### config.mk
export PLATFORM = sky130hd
export DESIGN_NAME = gcy_track
export DESIGN_NICKNAME = d
export VERILOG_FILES = /design/src/design/gcy_pkg.sv /design/src/design/gcy_track.sv
export SDC_FILE = /design/constraint.sdc
export NUM_CORES = 1
export LEC_CHECK = 0
export BUFFER_PORTS_ARGS = -buffer_cell sky130_fd_sc_hd__buf_4
export CAP_MARGIN = 20
export CELL_PAD_IN_SITES_DETAIL_PLACEMENT = 1
export CELL_PAD_IN_SITES_GLOBAL_PLACEMENT = 2
export CORE_MARGIN = 2
export CORE_UTILIZATION = 31
export DETAILED_ROUTE_END_ITERATION = 7
export GPL_TIMING_DRIVEN = 0
export PLACE_DENSITY = 0.84
export SLEW_MARGIN = 15
export SYNTH_ARGS = -nofsm -noshare
export SYNTH_HDL_FRONTEND = slang
export SYNTH_SLANG_ARGS = --single-unit
### constraint.sdc
create_clock -name clk -period 5.65 [get_ports clk]
set_clock_uncertainty 0.1 [all_clocks]
set_input_delay 0.565 -clock clk [delete_from_list [all_inputs] [get_ports clk]]
set_output_delay 0.565 -clock clk [all_outputs]
set_load 0.01 [all_outputs]
### src/design/gcy_pkg.sv
// Shared constants, types and loop state codes for the gyro conditioning block.
// Used by every module under design/; depends on nothing else.

package gcy_pkg;

    // Field widths
    localparam int RATE_W    = 16;
    localparam int NUM_AXES  = 3;
    localparam int PITCH_W   = 32;
    localparam int YAW_W     = 21;
    localparam int LIM_W     = 20;
    localparam int STATE_W   = 4;
    localparam int CFG_IDX_W = 1;

    // Moving average history
    localparam int HIST_DEPTH = 10;
    localparam int HSUM_W     = RATE_W + $clog2(HIST_DEPTH);

    // Division of the history sum by HIST_DEPTH as a multiply by a rounded-up reciprocal.
    localparam int AVG_SHIFT = HSUM_W + $clog2(HIST_DEPTH);
    localparam int AVG_MUL_W = HSUM_W + 2;
    localparam int AVG_PROD_W = HSUM_W + AVG_MUL_W;
    localparam logic [AVG_MUL_W-1:0] AVG_MUL =
        AVG_MUL_W'(((64'd1 << AVG_SHIFT) + 64'(HIST_DEPTH) - 64'd1) / 64'(HIST_DEPTH));

    // Bias calibration
    localparam int CALIB_TICKS = 200;
    localparam int CNT_W       = 8;
    localparam int CSUM_W      = 32;

    // Division of a calibration sum magnitude by CALIB_TICKS, same reciprocal scheme.
    localparam int CAL_SHIFT  = CSUM_W + $clog2(CALIB_TICKS);
    localparam int CAL_MUL_W  = CSUM_W + 2;
    localparam int CAL_PROD_W = CSUM_W + CAL_MUL_W;
    localparam logic [CAL_MUL_W-1:0] CAL_MUL =
        CAL_MUL_W'(((64'd1 << CAL_SHIFT) + 64'(CALIB_TICKS) - 64'd1) / 64'(CALIB_TICKS));

    // Loop state codes
    localparam logic [STATE_W-1:0] LOOP_ENTER_A = 4'd2;
    localparam logic [STATE_W-1:0] LOOP_PRE_A   = 4'd3;
    localparam logic [STATE_W-1:0] LOOP_EXIT_A  = 4'd4;
    localparam logic [STATE_W-1:0] LOOP_ENTER_B = 4'd6;
    localparam logic [STATE_W-1:0] LOOP_PRE_B   = 4'd7;
    localparam logic [STATE_W-1:0] LOOP_EXIT_B  = 4'd8;

    // Configuration register indexes
    localparam logic [CFG_IDX_W-1:0] REG_YAW_PRE_EXIT = 1'd0;
    localparam logic [CFG_IDX_W-1:0] REG_YAW_EXIT     = 1'd1;

    // One rate value per axis, x in slot 0.
    typedef logic [NUM_AXES-1:0][RATE_W-1:0] rate3_t;

    // Per-word side information carried down the pipeline.
    typedef struct packed {
        logic               calibrate;
        logic               cal_last;
        logic [STATE_W-1:0] loop_state;
    } item_ctl_t;

    // Control from the pipeline to the bias calibration unit.
    typedef struct packed {
        logic acc_en;
        logic finish;
    } cal_ctl_t;

endpackage

### src/design/gcy_track.sv
// Pitch and yaw sums with the loop state update; its registers are the result word.
// Depends on gcy_pkg for widths, loop state codes and the item control struct.

module gcy_track
    import gcy_pkg::*;
(
    input  logic               clk,
    input  logic               rst_n,
    input  logic               load,
    input  item_ctl_t          ctl,
    input  rate3_t             avg,
    input  logic [LIM_W-1:0]   pre_limit,
    input  logic [LIM_W-1:0]   exit_limit,
    output rate3_t             avg_out,
    output logic [PITCH_W-1:0] pitch,
    output logic [YAW_W-1:0]   yaw,
    output logic [STATE_W-1:0] state
);

    localparam int YW1 = YAW_W + 1;

    logic [PITCH_W-1:0] pitch_reg;
    logic [PITCH_W-1:0] pitch_next;
    logic [PITCH_W:0]   pitch_wide;
    logic [YAW_W-1:0]   yaw_reg;
    logic [YAW_W-1:0]   yaw_next;
    logic [YAW_W:0]     yaw_wide;
    logic [YAW_W-1:0]   yaw_sat;
    logic [STATE_W-1:0] state_reg;
    logic [STATE_W-1:0] state_next;
    rate3_t             avg_reg;
    logic               tracking;
    logic signed [YW1-1:0] y_e;
    logic signed [YW1-1:0] p_e;
    logic signed [YW1-1:0] e_e;
    logic signed [YW1-1:0] np_e;
    logic signed [YW1-1:0] ne_e;

    // Saturating pitch sum of the y rate.
    always_comb
    begin
        pitch_wide = {pitch_reg[PITCH_W-1], pitch_reg}
                   + {{(PITCH_W+1-RATE_W){avg[1][RATE_W-1]}}, avg[1]};
        if (pitch_wide[PITCH_W] != pitch_wide[PITCH_W-1])
        begin
            pitch_next = pitch_wide[PITCH_W] ? {1'b1, {(PITCH_W-1){1'b0}}}
                                             : {1'b0, {(PITCH_W-1){1'b1}}};
        end
        else
        begin
            pitch_next = pitch_wide[PITCH_W-1:0];
        end
    end

    // Saturating yaw sum of the z rate and the threshold checks.
    always_comb
    begin
        tracking = (ctl.loop_state == LOOP_ENTER_A) || (ctl.loop_state == LOOP_PRE_A)
                || (ctl.loop_state == LOOP_ENTER_B) || (ctl.loop_state == LOOP_PRE_B);
        yaw_wide = {yaw_reg[YAW_W-1], yaw_reg}
                 + {{(YAW_W+1-RATE_W){avg[2][RATE_W-1]}}, avg[2]};
        if (yaw_wide[YAW_W] != yaw_wide[YAW_W-1])
        begin
            yaw_sat = yaw_wide[YAW_W] ? {1'b1, {(YAW_W-1){1'b0}}}
                                      : {1'b0, {(YAW_W-1){1'b1}}};
        end
        else
        begin
            yaw_sat = yaw_wide[YAW_W-1:0];
        end
        y_e  = $signed({yaw_sat[YAW_W-1], yaw_sat});
        p_e  = $signed({{(YW1-LIM_W){1'b0}}, pre_limit});
        e_e  = $signed({{(YW1-LIM_W){1'b0}}, exit_limit});
        np_e = -p_e;
        ne_e = -e_e;

        yaw_next   = yaw_reg;
        state_next = ctl.loop_state;
        if (tracking)
        begin
            yaw_next = yaw_sat;
            priority if ((y_e > p_e) && (y_e < e_e))
            begin
                state_next = LOOP_PRE_A;
            end
            else if ((y_e < np_e) && (y_e > ne_e))
            begin
                state_next = LOOP_PRE_B;
            end
            else if (y_e > e_e)
            begin
                state_next = LOOP_EXIT_A;
                yaw_next   = '0;
            end
            else if (y_e < ne_e)
            begin
                state_next = LOOP_EXIT_B;
                yaw_next   = '0;
            end
            else
            begin
                state_next = ctl.loop_state;
            end
        end
    end

    // Accumulators double as the result word's sum fields.
    always_ff @(posedge clk or negedge rst_n)
    begin
        if (!rst_n)
        begin
            pitch_reg <= '0;
            yaw_reg   <= '0;
        end
        else if (load)
        begin
            pitch_reg <= pitch_next;
            yaw_reg   <= yaw_next;
        end
    end

    always_ff @(posedge clk)
    begin
        if (load)
        begin
            avg_reg   <= avg;
            state_reg <= state_next;
        end
    end

    assign avg_out = avg_reg;
    assign pitch   = pitch_reg;
    assign yaw     = yaw_reg;
    assign state   = state_reg;

endmodule
* Word level (Yosys, flattened, before mapping)
Index checks and enable logic that the tools add are counted.
Storage, ports and cells: logic and storage cells 41, output and inout bits 105, register bits 105, input bits 97
Cells by class: add/sub/neg operators 4, equal/unequal tests 6, muxes and demuxes 13, $lt $le $gt $ge 6, reduce and logical (&&, ||, !) cells 6
Operators with widths (number):
- 21-bit two-way mux | 6
- 32-bit two-way mux | 2
- 21-bit by 22-bit < comparator with 1-bit output | 2
- 20-bit negation with 22-bit output | 2
- 21-bit greater-than comparator | 2
- 32-bit by 16-bit adder with 33-bit output | 1
- 21-bit by 16-bit adder with 22-bit output | 1
- 21-bit by 22-bit greater-than comparator with 1-bit output | 1
- 21-bit < comparator | 1
- 4-bit two-way mux | 5
- 4-bit by 2-bit equality test with 1-bit output, second input constant | 2
- 4-bit by 3-bit equality test with 1-bit output, second input constant | 2
- 1-bit logical OR | 3
- 1-bit logical AND | 2
- 1-bit inequality test | 2
- 2-bit AND reduction | 1

* Longest topological paths before layout
Gate-level depths: netlist of the first run.
word-level depth 9, depth in mapped cells 30, depth with buffers taken out 27

* Least setup slack after synthesis of the first run
OpenSTA, ideal clock, no wires.
path kind input port to flip-flop, start point input avg[32] in the netlist's numbering, end point register yaw_reg[11], in the netlist yaw[11], setup time 121 ps, path slack -463 ps, required time 5429 ps, path buffers 2, cell stages on the path 29, arrival time 5892 ps, path through ha_1 > inv_1 > fa_1 > nor2b_1 > o31a_1 > o21ai_0 > a21oi_1 > a21oi_1 > a211oi_1 > nor3_1 > o21bai_1 > xor2_1 > ha_1 > nand4_1 > nand2_1 > a41oi_2 > buf_2 > o21ai_0 > ha_1 > a21o_1 > a21o_1 > a221oi_1 > o221ai_1 > mux2i_1 > nor3_2 > nor3_2 > nor2_2 > buf_2 > a22o_1
On the way: longest elaborated chain between the ends 8, elaborated cells between the ends (all ways) 16, classes of those cells add/sub (1); order compare (6); eq/ne (1); mux (6); reduce/logical (2)
RTL lines:
- start, declared | line gcy_track.sv:11 | input rate3_t avg,
- 21-bit by 16-bit adder with 22-bit output (*) | line gcy_track.sv:61 | + {{(YAW_W+1-RATE_W){avg[2][RATE_W-1]}}, avg[2]};
- 21-bit two-way mux / 1-bit inequality test (equally long branches) | line gcy_track.sv:64, gcy_track.sv:62
- 21-bit two-way mux (*) | line gcy_track.sv:62 | if (yaw_wide[YAW_W] != yaw_wide[YAW_W-1])
- 21-bit by 22-bit < comparator with 1-bit output | line gcy_track.sv:95 | else if (y_e < ne_e)
- 21-bit two-way mux | line gcy_track.sv:95
- 21-bit two-way mux | line gcy_track.sv:90 | else if (y_e > e_e)
- 21-bit two-way mux | line gcy_track.sv:86 | else if ((y_e < np_e) && (y_e > ne_e))
- 21-bit two-way mux (*) | line gcy_track.sv:82 | priority if ((y_e > p_e) && (y_e < e_e))
- end signal, assigned | line gcy_track.sv:118 | yaw_reg <= yaw_next;
- end, declared | line gcy_track.sv:25 | logic [YAW_W-1:0] yaw_reg;
Mark *: on every way between the ends. The rest lies on a longest branch, timed or not. A chain may end at the register's enable or synchronous reset.

* Final worst setup path of the first run
start point register yaw_reg[0], in the netlist yaw[0], end point register state_reg[2], in the netlist state[2] (data pin)
On the way: longest elaborated chain between the ends 9, elaborated cells between the ends (all ways) 17, classes of those cells add/sub (1); order compare (6); eq/ne (1); mux (7); reduce/logical (2)
RTL lines:
- 21-bit by 16-bit adder with 22-bit output (*) | line gcy_track.sv:61
- 21-bit two-way mux / 1-bit inequality test (equally long branches) | line gcy_track.sv:64, gcy_track.sv:62
- 21-bit two-way mux (*) | line gcy_track.sv:62
- 21-bit by 22-bit < comparator with 1-bit output | line gcy_track.sv:95
- 4-bit two-way mux | line gcy_track.sv:95
- 4-bit two-way mux | line gcy_track.sv:90
- 4-bit two-way mux | line gcy_track.sv:86
- 4-bit two-way mux (*) | line gcy_track.sv:82
- 4-bit two-way mux (*) | line gcy_track.sv:79 | if (tracking)
- net state_next[2] | line gcy_track.sv:30 | logic [STATE_W-1:0] state_next;
- end signal, assigned | line gcy_track.sv:127 | state_reg <= state_next;
- end, declared | line gcy_track.sv:29 | logic [STATE_W-1:0] state_reg;
The timed path passes the listed nets; every way through them passes the cells marked *.

==> results of run 1 <==
## cells in the final DEF, fill, tap and decap left out, types with 5 or more instances in the layout
cell type                   netlist  layout
sky130_fd_sc_hd__a21oi_1         48      42
sky130_fd_sc_hd__a211oi_1         7       5
sky130_fd_sc_hd__buf_6            3       6
sky130_fd_sc_hd__xor2_1          24      24
sky130_fd_sc_hd__nand3_1         21      20
sky130_fd_sc_hd__edfxtp_1        52      52
sky130_fd_sc_hd__nor2b_1         14      13
sky130_fd_sc_hd__xnor2_1         49      49
sky130_fd_sc_hd__nor3_1          16      13
sky130_fd_sc_hd__nor2_1          85      81
sky130_fd_sc_hd__o21a_1           7       7
sky130_fd_sc_hd__nand4_1         18      18
sky130_fd_sc_hd__a211o_1          6       6
sky130_fd_sc_hd__clkbuf_1        15      12
sky130_fd_sc_hd__a311oi_2        20      20
sky130_fd_sc_hd__a31oi_1         16      15
sky130_fd_sc_hd__o31ai_2          0       5
sky130_fd_sc_hd__a311oi_1         8       7
sky130_fd_sc_hd__ha_4             0       9
sky130_fd_sc_hd__o21bai_1         5       5
sky130_fd_sc_hd__nand2b_1        11      10
sky130_fd_sc_hd__o31ai_1         13       5
sky130_fd_sc_hd__or3_1            7       7
sky130_fd_sc_hd__buf_4            0     231
sky130_fd_sc_hd__dfrtp_1         53      53
sky130_fd_sc_hd__o21ai_0         60      41
sky130_fd_sc_hd__a22o_1          16      16
sky130_fd_sc_hd__o21ai_4          1       8
sky130_fd_sc_hd__a21oi_2          1       6
sky130_fd_sc_hd__nor4_1          11       9
sky130_fd_sc_hd__o21ai_1          1       5
sky130_fd_sc_hd__o21ai_2          0       8
sky130_fd_sc_hd__clkbuf_16        0       9
sky130_fd_sc_hd__a21o_1          37      37
sky130_fd_sc_hd__ha_1           139     129
sky130_fd_sc_hd__and3_1           7       6
sky130_fd_sc_hd__nand2_1         57      53
sky130_fd_sc_hd__inv_1           72      71
## per-layer routing
metal  wire [µm]  GRT usage (%)  vias to the layer above
li1            -              -                     4126
met2       15200           34.8                      170
met1       12900           23.6                     4067
met3        1130           2.20                       33
met5           0              0                        -
met4         655           5.99                        0
## worst max-delay path by stage
stage          endpoint     from  cells after the start  slack, ns
5_1_grt         yaw[19]   yaw[0]                     29      -0.72
2_1_floorplan   yaw[12]  avg[32]                     28      -0.05
3_3_place_gp    yaw[18]  avg[32]                     26      -1.84
3_5_place_dp    yaw[14]  avg[32]                     26      -1.91
4_1_cts         yaw[19]   yaw[0]                     29      -0.27
6_report       state[2]   yaw[0]                     30      -0.44
## stage by stage
stage	hold slack [ns]	setup slack, ns	instance area, µm²	setup TNS [ns]
6_report	0.168	-0.443	12400	-9.27
5_1_grt	0.221	-0.715	12400	-16.22
4_1_cts	0.190	-0.273	12200	-5.73
3_5_place_dp	0.415	-1.91	11300	-44.29
3_3_place_gp	0.407	-1.84	11300	-42.16
2_1_floorplan	0.169	-0.0505	9300	-0.526
## logic make-up (layout without fill, tap and decap cells)
| group | count (synthesis) | after routing | synth area share (%) |
|---|---|---|---|
| compound gates | 285 | 285 | 23.4 |
| xor+xnor | 73 | 73 | 6.95 |
| fa+ha+maj | 141 | 141 | 19.3 |
| buf+inv | 97 | 347 | 4.30 |
| flops | 105 | 105 | 31.4 |
| mux | 3 | 3 | 0.462 |
| simple gates | 267 | 267 | 14.2 |
## worst max-delay path: cells and delay by family (launching register included)
kind,cells,cell delay (ns)
compound gates,12,2.30
fa+ha+maj,4,1.16
simple gates,7,0.96
buf+inv,6,0.68
flops,1,0.37
xor+xnor,1,0.28
## layout make-up
cell class	count	area [µm²]	area share, %
buffer	24	148	1.19
clock buffer	9	225	1.82
clock inverter	7	61.3	0.495
inverter	72	270	2.18
multi-input combinational	769	6500	52.5
sequential	105	2890	23.3
tap	390	488	3.94
timing repair buffer	235	1810	14.6
## timing repair
item                                    CTS  global route
setup buffers                            26             9
endpoints found under the setup margin   25            25
resized for setup                        81            21
gates cloned                              2             0
pin swaps                                20             9
==> impl_metrics.tcl, run 1 <==
set metrics [dict create \
    netlist_top_cells_area "sky130_fd_sc_hd__ha_1, sky130_fd_sc_hd__edfxtp_1, sky130_fd_sc_hd__dfrtp_1" \
    die_width_um 176 \
    drv.max_cap_violation_count 0 \
    synth_top_cell_by_area "sky130_fd_sc_hd__ha_1" \
    flip_flop_count_of_the_largest_register_after_layout 48 \
    fp.dieArea_um2 31100 \
    failed_checks "negative setup slack" \
    final_core_utilization_pct 42.1 \
    post_layout_nonfiller_instances 1611 \
    async_flop_share_pct 50.5 \
    cts-root-buf "sky130_fd_sc_hd__clkbuf_16" \
    yosysTopAreaCellShare_pct 18.9 \
    outcome "finished with violations" \
    grtUsageTotal_pct 19.1 \
    max_slew.worst_pin.slew_ns 0.758 \
    worstHoldPathType "input pin to async pin" \
    synthToLayoutAreaGrowth_pct 34.7 \
    setup_violations 25 \
    clkSinkCount 105 \
    drc 0 \
    cts-root-to-sink-buffers 2 \
    r2r_end "state[2]" \
    antenna_cells_inserted 0 \
    initial_utilization_pct 31.3 \
    yosys_register_bits 105 \
    drt-wirelength-per-cell_um 18.6 \
    post-synth-top-count-cell "sky130_fd_sc_hd__ha_1" \
    crit_path_max_incr_delay_ns 0.37 \
    final_max_slew_viol_count 0 \
    maxClockFrequency_mhz 164 \
    worst_r2r_startpoint "yaw[0]" \
    criticalPathCategory "flop to flop" \
    setup_repair_after_global_routing_missed_its_margin "true" \
    syn-instance-count 971 \
    drt_pre_antenna_iters 4 \
    worst_setup_path_start_kind "flop" \
    worst-path-max-fanout 7 \
    fin_crit_ns 6.09 \
    finalNetCount 1454 \
    insertion_delay_ns 0.37 \
    detail_route.wirelength_mm 29.9 \
    cts.clk_slew.worst_paths_ns 0.08 \
    post-dp-hpwl_mm 23.7 \
    period_share_pct 108 \
    report.final.hold_viol_count 0 \
    antenna_left 0 \
    io_buffers 198 \
    placed_cells 1559 \
    initialDrtViolationCount 336 \
    critical_path_arrival_ns 6.14 \
    postLayoutSetupSlackWorst_ns -0.443 \
    row_count 63 \
    ctsHtreeMaxLevel 3 \
    grt_first_pass_wirelength_mm 46.9 \
    io-pin-count 202 \
    cts_tree "yes" \
    mappedNetlistArea_um2 9200 \
    place.gp.congestion 0.844 \
    synth_top_flop_cell "sky130_fd_sc_hd__dfrtp_1" \
    synth-warning-count 0 \
    yosys.cell_types.count 73 \
    final.fill_count 3363 \
    timing.reg2reg.worst_path_depth 30 \
    layout-drive-gt1-share_pct 30.9 \
    timing.critical_path.slowest_stage_cell "sky130_fd_sc_hd__dfrtp_1" \
    avgSynthCellArea_um2 9.48 \
    grt_start_max_net_pins 55 \
    core-area_um2 29400 \
    critical_path.endpoint_type "flop" \
    first_global_vias 8940 \
    synthTopCellsByCount "sky130_fd_sc_hd__ha_1, sky130_fd_sc_hd__nor2_1, sky130_fd_sc_hd__inv_1" \
    max-slew-margin-rel_pct 49.0 \
    critPathRequiredTime_ns 5.70 \
    ys_seq_area_share_pct 31.4 \
    post_cts_hold_buffer_count 0 \
    globalRoute.totalOverflow 0 \
    cts-buffers-inserted 9 \
    die_height_um 176 \
    synth-edff-count 52 \
    antenna_violations_before_repair 0 \
    post_synthesis_net_count 1209 \
    detail_route.vias_per_cell 5.21 \
    num_vias 8396 \
    critPathMostFrequentCell "sky130_fd_sc_hd__buf_4" \
    worst-r2r-setup-slack_ns -0.44 \
]
Power of run 1 is left out: the tool's default activity adds up to more than one toggle a clock period on the data nets, which glitch-free logic cannot reach.
==> run 2, diff against run 1 <==
Settings changed: PLACE_DENSITY 0.84 to not set, PLACE_DENSITY_LB_ADDON set to 0.12, SLEW_MARGIN 15 to not set.
==> run 2 against run 1 <==
  * The flow still finishes with violations (negative setup slack)
  * Register-to-register slack improved by 0.09 ns
  * Global-route usage increased by 0.58 points
  * Design area increased by 1.5%
  * Die area unchanged
  * Via count increased by 0.19%
  * Setup slack improved by 0.085 ns
  * Utilization increased by 0.62 points
  * Fmax increased by 1.4%
  * Worst hold slack improved by 0.00057 ns
  * Sequential share of layout area decreased by 0.34 points
  * Routed wire length increased by 1.4%
  * First-iteration DRC count decreased by 6.8%
==> impl_metrics.tcl, run 2 (synthesized netlist as in run 1, its figures left out) <==
set metrics [dict create \
    final_cell_mix "sky130_fd_sc_hd__buf_4, sky130_fd_sc_hd__ha_1, sky130_fd_sc_hd__nor2_1" \
    place.gp.congestion 0.811 \
    worstHoldPathType "input pin to async pin" \
    maxClockFrequency_mhz 166 \
    synthToLayoutAreaGrowth_pct 36.6 \
    die_height_um 176 \
    antenna_left 0 \
    drv.max_cap_violation_count 0 \
    cts-root-buf "sky130_fd_sc_hd__clkbuf_16" \
    fin_crit_ns 6.01 \
    timing.critical_path.slowest_stage_cell "sky130_fd_sc_hd__a221oi_4" \
    final_max_slew_viol_count 0 \
    grtUsageTotal_pct 19.7 \
    final_common_cell "sky130_fd_sc_hd__buf_4" \
    num_vias 8412 \
    io_buffers 198 \
    period_share_pct 106 \
    clkSinkCount 105 \
    placed_cells 1559 \
    postLayoutSetupSlackWorst_ns -0.358 \
    grt_start_max_net_pins 55 \
    critical_path.endpoint_type "flop" \
    final.fill_count 3375 \
    drc 0 \
    fp.dieArea_um2 31100 \
    worst-r2r-setup-slack_ns -0.36 \
    core-area_um2 29400 \
    report.final.hold_viol_count 0 \
    insertion_delay_ns 0.37 \
    crit_path_max_incr_delay_ns 0.41 \
    first_global_vias 8782 \
    detail_route.wirelength_mm 30.3 \
    wl_met1_mm 12.7 \
    die_width_um 176 \
    detail_route.vias_per_cell 5.20 \
    cp.depth 30 \
    worst_r2r_startpoint "yaw[0]" \
    antenna_cells_inserted 0 \
    layout-drive-gt1-share_pct 32.0 \
    critical_path_arrival_ns 6.17 \
    startpoint "yaw[0]" \
    timing.reg2reg.worst_path_depth 30 \
    r2r_end "yaw[18]" \
    antenna_violations_before_repair 0 \
    cts-buffers-inserted 9 \
    initialDrtViolationCount 313 \
    drt-wirelength-per-cell_um 18.7 \
    finalNetCount 1462 \
    criticalPathCategory "flop to flop" \
    placement.setup.worst_slack_ns -2.04 \
    outcome "finished with violations" \
    worst-path-max-fanout 6 \
    cp-endpoint "yaw[18]" \
    failed_checks "negative setup slack" \
    row_count 63 \
    initial_utilization_pct 31.3 \
    cts-root-to-sink-buffers 2 \
    wl_met2_mm 15.9 \
    worst_setup_path_start_kind "flop" \
    cts.clk_slew.worst_paths_ns 0.08 \
    setup_repair_after_global_routing_missed_its_margin "true" \
    post_layout_nonfiller_instances 1619 \
    max-slew-margin-rel_pct 43.2 \
    highest_routed_layer "met4" \
    tns_ns -8.16 \
    post-dp-hpwl_mm 24.1 \
    max_slew.worst_pin.slew_ns 0.852 \
    cts_tree "yes" \
    critPathRequiredTime_ns 5.81 \
    critical_path.n_buffers_inverters 4 \
    grt_first_pass_wirelength_mm 47.7 \
    flip_flop_count_of_the_largest_register_after_layout 48 \
    drt_pre_antenna_iters 4 \
    globalRoute.totalOverflow 0 \
    io-pin-count 202 \
    setup_violations 25 \
    met3RoutedLength_mm 1.02 \
    cpLargestDelayFamily "compound AO/OA/AOI/OAI gates" \
    ctsHtreeMaxLevel 3 \
]
run 2: cell types whose count changed in the layout (fill, tap and decap cells not counted), moves of 3 or more:
cell and delta:
sky130_fd_sc_hd__o21ai_1 -3, sky130_fd_sc_hd__buf_4 +3, sky130_fd_sc_hd__o21ai_4 +3, sky130_fd_sc_hd__buf_6 +4
sky130_fd_sc_hd__ha_1 -4, sky130_fd_sc_hd__ha_4 +3
run 2: final cells by class:
| cell class | instances | area, µm² | share of cell area [%] |
|---|---|---|---|
| multi-input combinational | 769 | 6570 | 52.3 |
| buffer | 24 | 150 | 1.19 |
| tap | 390 | 488 | 3.88 |
| clock inverter | 7 | 90.1 | 0.716 |
| inverter | 72 | 270 | 2.15 |
| timing repair buffer | 243 | 1890 | 15.0 |
| clock buffer | 9 | 225 | 1.79 |
| sequential | 105 | 2890 | 23.0 |
run 2: worst min-delay path by stage:
stage,startpoint,end,slack (ns),cells after the start
floorplan,rst_n,pitch[0],0.17,0
global placement,yaw[20],yaw[20],0.41,2
finish,rst_n,pitch[11],0.17,1
detailed placement,yaw[20],yaw[20],0.41,2
CTS,rst_n,pitch[13],0.20,1
global route,rst_n,pitch[11],0.23,1
run 2: stage by stage:
step	hold slack, ns	cell area, µm²	util (%)
2_1_floorplan	0.169	9300	-
3_3_place_gp	0.415	11300	38.3
3_5_place_dp	0.411	11300	38.3
4_1_cts	0.203	12200	41.6
5_1_grt	0.230	12600	42.8
6_report	0.169	12600	42.8
run 2: repair_timing:
item                                    CTS  global route
pin swaps                                44            31
buffers inserted                         25            18
hold buffers                              0             0
cloned                                    2             0
gates resized for setup                  90            32
endpoints found under the setup margin   25            25
run 2: routing by layer:
| metal | track usage (%) | vias to the layer above |
|---|---|---|
| li1 | - | 4142 |
| met1 | 23.5 | 4089 |
| met2 | 37.2 | 149 |
| met3 | 2.24 | 32 |
| met4 | 5.48 | 0 |
| met5 | 0 | - |
Power of run 2 is left out for the same reason.
==> run 3, diff against run 2 <==
Settings changed: RECOVER_POWER set to 25, SETUP_SLACK_MARGIN set to 0.1, TNS_END_PERCENT set to 1.
==> run 3 against run 2 <==
  * The flow finishes with violations (max-capacitance violations, max-slew violations, negative setup slack)
  * Utilization is 0.17 points lower
  * Largest cell class unchanged
  * Worst hold slack better by 0.12 ns
  * Highest routed layer unchanged
  * Clock-buffer cell count did not move
  * Global-route usage is 0.083 points higher
  * Critical path type unchanged
  * Sequential share of layout area up 0.089 points
  * Setup slack got worse by 0.18 ns
==> impl_metrics.tcl, run 3 (synthesized netlist as in run 1, its figures left out) <==
set metrics [dict create \
    finalNetCount 1469 \
    drt_pre_antenna_iters 4 \
    num_vias 8433 \
    report.final.hold_viol_count 0 \
    detail_route.wirelength_mm 30.5 \
    cts_tree "yes" \
    layout-drive-gt1-share_pct 29.4 \
    drt-wirelength-per-cell_um 18.8 \
    crit_path_max_incr_delay_ns 0.54 \
    grtUsageTotal_pct 19.8 \
    max-slew-margin-rel_pct -121 \
    final_common_cell "sky130_fd_sc_hd__buf_4" \
    ctsHtreeMaxLevel 3 \
    min_to "avg_out[10]" \
    failed_checks "max-capacitance violations, max-slew violations, negative setup slack" \
    flip_flop_count_of_the_largest_register_after_layout 48 \
    criticalPathCategory "flop to flop" \
    setup_repair_after_global_routing_missed_its_margin "true" \
    max_slew.worst_pin.slew_ns 3.31 \
    post_cts_hold_buffer_count 0 \
    cts-buffers-inserted 9 \
    final_max_slew_viol_count 54 \
    cts-root-to-sink-buffers 2 \
    initialDrtViolationCount 272 \
    setup_violations 25 \
    maxClockFrequency_mhz 162 \
    timing.critical_path.slowest_stage_cell "sky130_fd_sc_hd__or4_4" \
    synthToLayoutAreaGrowth_pct 36.1 \
    fin_crit_ns 6.19 \
    fp.dieArea_um2 31100 \
    critical_path_arrival_ns 6.33 \
    row_count 63 \
    holdCritStartpoint "avg[10]" \
    detail_route.vias_per_cell 5.19 \
    die_width_um 176 \
    grt_start_max_net_pins 55 \
    postLayoutSetupSlackWorst_ns -0.541 \
    worst_hold_path.num_cells 1 \
    post-dp-hpwl_mm 24.1 \
    worst_r2r_startpoint "yaw[0]" \
    io-pin-count 202 \
    drc 0 \
    io_buffers 198 \
    dpl-instance-area_um2 11300 \
    place.gp.congestion 0.778 \
    initial_utilization_pct 31.3 \
    critical_path.endpoint_type "flop" \
    clkSinkCount 105 \
    antenna_violations_before_repair 0 \
    final.fill_count 3374 \
    drv.max_cap_violation_count 1 \
    timing.reg2reg.worst_path_depth 30 \
    final_cell_mix "sky130_fd_sc_hd__buf_4, sky130_fd_sc_hd__ha_1, sky130_fd_sc_hd__nor2_1" \
    cts-root-buf "sky130_fd_sc_hd__clkbuf_16" \
    critPathRequiredTime_ns 5.79 \
    antenna_cells_inserted 0 \
    stdcell_area_um2 12500 \
    globalRoute.totalOverflow 0 \
    antenna_left 0 \
    first_global_vias 8829 \
    cts.clk_slew.worst_paths_ns 0.08 \
    die_height_um 176 \
    grt_first_pass_wirelength_mm 48.1 \
    tns_ns -12.07 \
    insertion_delay_ns 0.37 \
    worst-path-max-fanout 5 \
    worstHoldPathType "input pin to flop" \
    outcome "finished with violations" \
    period_share_pct 110 \
    core-area_um2 29400 \
    worst_setup_path_start_kind "flop" \
    worst-r2r-setup-slack_ns -0.54 \
    r2r_end "yaw[19]" \
]
run 3: routing by layer:
metal  track usage (%)  share of wire, %  up-vias
li1                  -                 -     4168
met1              23.9                43     4096
met2              37.3                52      140
met3              2.09               2.8       29
met4              5.03               1.8        0
met5                 0                 0        -
run 3: worst max-delay path: cells and delay by family (launching register included):
family / cells / cell delay (ns)
AOI/OAI and AO/OA: 13 / 2.30
xor gates and xnor gates: 1 / 0.25
adders and majority gates: 4 / 1.07
buffers and inverters: 4 / 0.38
DFF: 1 / 0.38
and+or+nand+nor: 8 / 1.56
run 3: stage by stage:
stage          setup slack [ns]  instances  utilization [%]  hold slack, ns
2_1_floorplan           -0.0505        971                -           0.169
3_3_place_gp              -2.06       1559             38.3           0.415
3_5_place_dp              -2.02       1559             38.3           0.430
4_1_cts                  -0.510       1615             42.2           0.212
5_1_grt                  -0.811       1626             42.6           0.282
6_report                 -0.541       1626             42.6           0.291
run 3: worst max-delay path by stage:
stage	start	cells after the start	to	slack [ns]
final	yaw[0]	30	yaw[19]	-0.54
after global routing	yaw[0]	30	yaw[16]	-0.81
after detailed placement	avg[32]	27	yaw[14]	-2.02
after floorplan	avg[32]	28	yaw[12]	-0.05
after global placement	avg[32]	27	yaw[18]	-2.06
after CTS	yaw[0]	29	yaw[19]	-0.51
run 3: timing repair:
action | in CTS | in global routing
buffers inserted | 38 | 10
gates resized for setup | 90 | 22
gates cloned | 2 | 1
setup endpoints to repair | 25 | 25
pin swaps | 43 | 29
run 3: final cells by class:
cell class                      count  area (µm²)  area share [%]
Multi-Input combinational cell    769        6520            52.0
Sequential cell                   105        2890            23.1
Timing Repair Buffer              249        1860            14.8
Tap cell                          390         488            3.90
Inverter                           72         270            2.16
Clock buffer                        9         225            1.80
Buffer                             25         165            1.32
Clock inverter                      7         113           0.899
Power of run 3 is left out for the same reason.
